==> src/rtl/dfiir_pkg.sv <==
// Shared widths, constants and types of the direct form I IIR filter.
package dfiir_pkg;

	localparam int MAX_TAPS_DEF = 64;

	localparam int CODE_W  = 14;
	localparam int COEF_W  = 24;
	localparam int YH_W    = 32;
	localparam int ORDER_W = 7;
	localparam int ACC_W   = 64;

	localparam int PADDR_W = 3;
	localparam int PDATA_W = 32;

	localparam logic [0:0] REG_FILTER_ORDER = 1'b0;
	localparam logic [ORDER_W-1:0] ORDER_RESET = 7'd1;

	typedef struct packed {
		logic valid;
		logic first;
		logic last;
	} mac_ctl_t;

endpackage

==> src/rtl/dfiir_mac.sv <==
// Multiply-accumulate, rounding and output saturation of the IIR filter.
module dfiir_mac (
	input  logic                                    clk,
	input  logic                                    arst_n,
	input  dfiir_pkg::mac_ctl_t                     ctl,
	input  logic signed [dfiir_pkg::COEF_W-1:0]     b_coef,
	input  logic signed [dfiir_pkg::COEF_W-1:0]     a_coef,
	input  logic signed [dfiir_pkg::CODE_W-1:0]     x_val,
	input  logic signed [dfiir_pkg::YH_W-1:0]       y_val,
	output logic                                    done,
	output logic signed [dfiir_pkg::YH_W-1:0]       y_out,
	output logic [dfiir_pkg::CODE_W-1:0]            dac_code,
	output logic                                    clipped
);

	localparam int COEF_W     = dfiir_pkg::COEF_W;
	localparam int CODE_W     = dfiir_pkg::CODE_W;
	localparam int YH_W       = dfiir_pkg::YH_W;
	localparam int ACC_W      = dfiir_pkg::ACC_W;
	localparam int PB_W       = COEF_W + CODE_W;
	localparam int PA_W       = COEF_W + YH_W;
	localparam int Y_FRAC     = 8;
	localparam int COEF_FRAC  = 20;
	localparam logic signed [ACC_W-1:0] RND_BIAS = ACC_W'(1) <<< (COEF_FRAC - 1);
	localparam logic signed [YH_W-1:0] Y_HI =
		YH_W'(((1 << (CODE_W - 1)) - 1) * (1 << Y_FRAC));
	localparam logic signed [YH_W-1:0] Y_LO =
		YH_W'(-(1 << (CODE_W - 1)) * (1 << Y_FRAC));
	localparam logic signed [YH_W-1:0] HALF_LSB = YH_W'(1 << (Y_FRAC - 1));
	localparam logic signed [YH_W-1:0] SAT_HI = {1'b0, {(YH_W-1){1'b1}}};
	localparam logic signed [YH_W-1:0] SAT_LO = {1'b1, {(YH_W-1){1'b0}}};

	dfiir_pkg::mac_ctl_t              ctl_s2;
	logic signed [PB_W-1:0]           pb_s2;
	logic signed [PA_W-1:0]           pa_s2;
	logic signed [ACC_W-1:0]          acc_q;
	logic signed [ACC_W-1:0]          acc_base;
	logic signed [ACC_W-1:0]          acc_nxt;
	logic                             fin_s3;
	logic                             fin_s4;
	logic                             done_q;
	logic signed [ACC_W-1:0]          rnd;
	logic signed [ACC_W-1:0]          yw;
	logic signed [YH_W-1:0]           y_sat;
	logic signed [YH_W-1:0]           y_s4;
	logic signed [YH_W-1:0]           yc;
	logic signed [YH_W-1:0]           yr;
	logic                             clip_nxt;
	logic [CODE_W-1:0]                dac_s5;
	logic                             clip_s5;

	always_ff @(posedge clk) begin
		pb_s2 <= b_coef * x_val;
		pa_s2 <= a_coef * y_val;
	end

	// The input term carries 20 fraction bits; shifting by 8 aligns it with the
	// feedback term, which already has 28.
	assign acc_base = ctl_s2.first ? ACC_W'(0) : acc_q;
	assign acc_nxt  = acc_base + (ACC_W'(pb_s2) <<< Y_FRAC) - ACC_W'(pa_s2);

	always_ff @(posedge clk) begin
		if (ctl_s2.valid) begin
			acc_q <= acc_nxt;
		end
	end

	assign rnd = acc_q + RND_BIAS;
	assign yw  = rnd >>> COEF_FRAC;

	always_comb begin
		if (!yw[ACC_W-1] && (|yw[ACC_W-2:YH_W-1])) begin
			y_sat = SAT_HI;
		end else if (yw[ACC_W-1] && !(&yw[ACC_W-2:YH_W-1])) begin
			y_sat = SAT_LO;
		end else begin
			y_sat = yw[YH_W-1:0];
		end
	end

	always_comb begin
		if (y_s4 > Y_HI) begin
			yc       = Y_HI;
			clip_nxt = 1'b1;
		end else if (y_s4 < Y_LO) begin
			yc       = Y_LO;
			clip_nxt = 1'b1;
		end else begin
			yc       = y_s4;
			clip_nxt = 1'b0;
		end
	end

	assign yr = yc + HALF_LSB;

	always_ff @(posedge clk) begin
		if (fin_s3) begin
			y_s4 <= y_sat;
		end
		if (fin_s4) begin
			dac_s5  <= yr[Y_FRAC+CODE_W-1:Y_FRAC];
			clip_s5 <= clip_nxt;
		end
	end

	always_ff @(posedge clk or negedge arst_n) begin
		if (!arst_n) begin
			ctl_s2 <= '0;
			fin_s3 <= 1'b0;
			fin_s4 <= 1'b0;
			done_q <= 1'b0;
		end else begin
			ctl_s2 <= ctl;
			fin_s3 <= ctl_s2.valid && ctl_s2.last;
			fin_s4 <= fin_s3;
			done_q <= fin_s4;
		end
	end

	assign done     = done_q;
	assign y_out    = y_s4;
	assign dac_code = dac_s5;
	assign clipped  = clip_s5;

endmodule

==> config.mk <==
export PLATFORM = sky130hd
export DESIGN_NAME = dfiir_mac
export DESIGN_NICKNAME = d
export VERILOG_FILES = /design/src/rtl/dfiir_pkg.sv /design/src/rtl/dfiir_mac.sv
export SDC_FILE = /design/constraint.sdc
export NUM_CORES = 2
export LEC_CHECK = 0
export ABC_AREA = 0
export BUFFER_PORTS_ARGS = -buffer_cell sky130_fd_sc_hd__buf_2
export CORE_MARGIN = 2
export CORE_UTILIZATION = 40
export DETAILED_ROUTE_END_ITERATION = 6
export REMOVE_ABC_BUFFERS = 1
export SETUP_SLACK_MARGIN = 0.02
export SLEW_MARGIN = 20
export SYNTH_ARGS = -nofsm -noshare
export SYNTH_HDL_FRONTEND = slang
export SYNTH_SLANG_ARGS = --single-unit
==> constraint.sdc <==
create_clock -name clk -period 12.78 [get_ports clk]
set_clock_uncertainty 0.15 [all_clocks]
set_input_delay 1.917 -clock clk [delete_from_list [all_inputs] [get_ports clk]]
set_output_delay 1.917 -clock clk [all_outputs]
set_load 0.01 [all_outputs]
==> results_dict.tcl <==
set metrics [dict create \
    status "finished clean" \
    boundaryPins 147 \
    start_util_pct 40.19 \
    area_growth_pct 5.152 \
    hp-class "reg -> reg" \
    io_buffers 146 \
    synth_edf_count 111 \
    fillers 12510 \
    rsz0062_at_grt "no" \
    worstPathRequired_ps 13080 \
    cp_slowest_cell "fa_1" \
    post_cts_buffers 0 \
    end_kind "register" \
    fp.dieW_microns 361.2 \
    clock-sinks 211 \
    nets 6953 \
    clkLatencyLatePin_ps 520 \
    slew_violations 0 \
    syn-cell-area_sq_um 51050 \
    cts_hold_buf 0 \
    cp-start-kind "input pin" \
    slew_headroom_pct 28.87 \
    track_usage_pct 19.33 \
    routed-via-count 35770 \
    wl_microns 121900 \
    synth_ff_type "edfxtp_1" \
    die_y_microns 361.2 \
    cp_cell_sequence "buf_2 > nand2_1 > fa_1 > fa_1 > fa_1 > fa_1 > fa_1 > inv_1 > fa_1 > inv_1 > fa_1 > inv_1 > ha_1 > a21o_1 > a21o_1 > a221oi_1 > a31oi_1 > a211oi_1 > o21ai_1 > a2111oi_1 > o21bai_1 > a41oi_1 > xnor2_1" \
    yosys.cell_types.count 87 \
    grt_pass1_vias 38740 \
    num_antenna_cells 0 \
    period_needed_ps 9438 \
    fmax_mhz 106.0 \
    cpLargestDelayFamily "adder cells" \
    grt_start_max_net_pins 65 \
    path_clk_slew_ps 60 \
    cp_max_fo 32 \
    dp_hpwl_microns 102200 \
    critPathArrivalTime_ps 9730 \
    setup_viol 0 \
    drive_gt1_share_pct 3.959 \
    rows 131 \
    final_cell_mix "inv_1 (1,248), fa_1 (1,154), nand2_1 (642), and2_1 (505), ha_1 (310)" \
    antenna_found_initial 2 \
    slowest_delay_ps 590 \
    ys_seq_area_share_pct 10.51 \
    ys_seq_elements 211 \
    numCtsBuffers 21 \
    avgViaCountPerCell 5.062 \
    route.detailed.drc 0 \
    grt_pass1_wl_microns 203400 \
    critPathBufInv 4 \
    ant_nets 0 \
    place_congestion 0.8750 \
    synth_cells 5446 \
    path_class "in -> reg" \
    max_cap_viol_count 0 \
    root_buffer "clkbuf_16" \
    coreArea_sq_um 127000 \
    dpl_worst_slack_ps 2881 \
    cts_tree "done" \
    ys_warn_count 0 \
    critPathMostFrequentCell "fa_1" \
    timing.final.ws_setup_ps 3342 \
    tightest_slew_ps 1067 \
    ys_async_sr_fraction_pct 2.844 \
    clk_path_buf_depth 3 \
    cts_max_level 1 \
    fin_tns_setup_ps 0 \
    hold_viol_final 0 \
    first_pass_iters 5 \
    cts_resized 0 \
    wl_per_cell_microns 17.25 \
    dieArea_sq_um 130500 \
    avgSynthCellArea_sq_um 9.373 \
    final_common_cell "inv_1" \
    fin_crit_sh_pct 73.85 \
    grt_overflow 0 \
    drt_iter0_drc 1930 \
]
==> worst register-to-register path, stage by stage, from the launching register on <==
cell and delay (ps):
dfrtp_1 360, buf_4 280, nand2b_1 320, fa_1 480
inv_1 40, ha_1 440, and3_1 300, and4_1 220
a211oi_1 60, a211oi_1 670, nand3_1 270, a211oi_1 650
o2111ai_1 300, nand2_1 170, a41oi_1 130, and4bb_2 250
==> final cells by class <==
class | count | area, sq um | share of cell area (%)
inverter | 1248 | 4684 | 8.727
multi-input combinational | 3756 | 40130 | 74.76
tap | 1662 | 2079 | 3.874
clock buffer | 28 | 581.8 | 1.084
clock inverter | 10 | 57.56 | 0.1072
timing repair buffer | 152 | 775.7 | 1.445
sequential | 211 | 5366 | 9.998
==> routing by layer <==
layer  GRT usage (%)  wire [microns]  up-vias
li1                -               -    16190
met1           25.03           49940    18610
met2           34.87           63490      787
met3           1.625            4895      178
met4           4.709            3563        4
met5               0              21        -
==> worst paths after layout <==
| path | startpoint | to | slack (ps) | depth (start not counted) |
|---|---|---|---|---|
| max | a_coef[3] | pa_s2[53]$_DFF_P_ | 3340 | 23 |
| min | ctl_s2[0]$_DFF_PN0_ | fin_s3$_DFF_PN0_ | 330 | 1 |
| max reg2reg | ctl_s2[1]$_DFF_PN0_ | acc_q[63]$_DFFE_PP_ | 7460 | 15 |
| min reg2reg | ctl_s2[0]$_DFF_PN0_ | fin_s3$_DFF_PN0_ | 330 | 1 |
| max in group asynchronous | arst_n | ctl_s2[2]$_DFF_PN0_ | 11250 | 1 |
| min in group asynchronous | arst_n | done$_DFF_PN0_ | 1070 | 1 |
==> stage by stage <==
step	area (sq um)	std cells	hold slack (ps)	util, %
floorplan	50170	5215	277.7	-
global placement	53040	7029	301.4	41.75
detailed placement	53040	7029	296.5	41.75
CTS	53680	7067	330.3	42.26
global route	53680	7067	372.9	42.26
finish	53680	7067	327.0	42.26
==> logic make-up after synthesis <==
logic type | count (synthesis) | synth area share [%]
AOI/OAI and AO/OA | 510 | 6.500
xor gates and xnor gates | 202 | 3.466
adders and majority gates | 1464 | 52.86
buffers and inverters | 1479 | 10.90
DFF | 211 | 10.51
muxes | 1 | 0.02206
and+or+nand+nor | 1579 | 15.75
==> flip-flops by register name, summed over array words and instances, names as in the netlist, 3 cells and up <==
signal / count
ctl_s2: 3
pa_s2: 56
y_out: 32
dac_code: 14
acc_q: 64
pb_s2: 38
==> cells in the mapped netlist, drive strengths merged, types with 29 or more instances <==
cell,number,area (sq um)
clkbuf,224,843.3
nor2,90,347.8
xnor2,122,1069
and2,505,3159
dfxtp,94,1882
nand2,642,2410
nand3,45,225.2
ha,310,3879
fa,1154,23100
nor3,29,150.1
inv,1248,4684
edfxtp,111,3333
a21oi,154,770.7
o21ai,116,584.3
nand2b,107,669.4
nand4,35,219.0
and3,30,188.9
nor2b,47,294.0
a21o,73,548.0
xor2,80,700.7
Power is left out: the tool's default activity adds up to more than one toggle a clock period on the data nets, which glitch-free logic cannot reach.
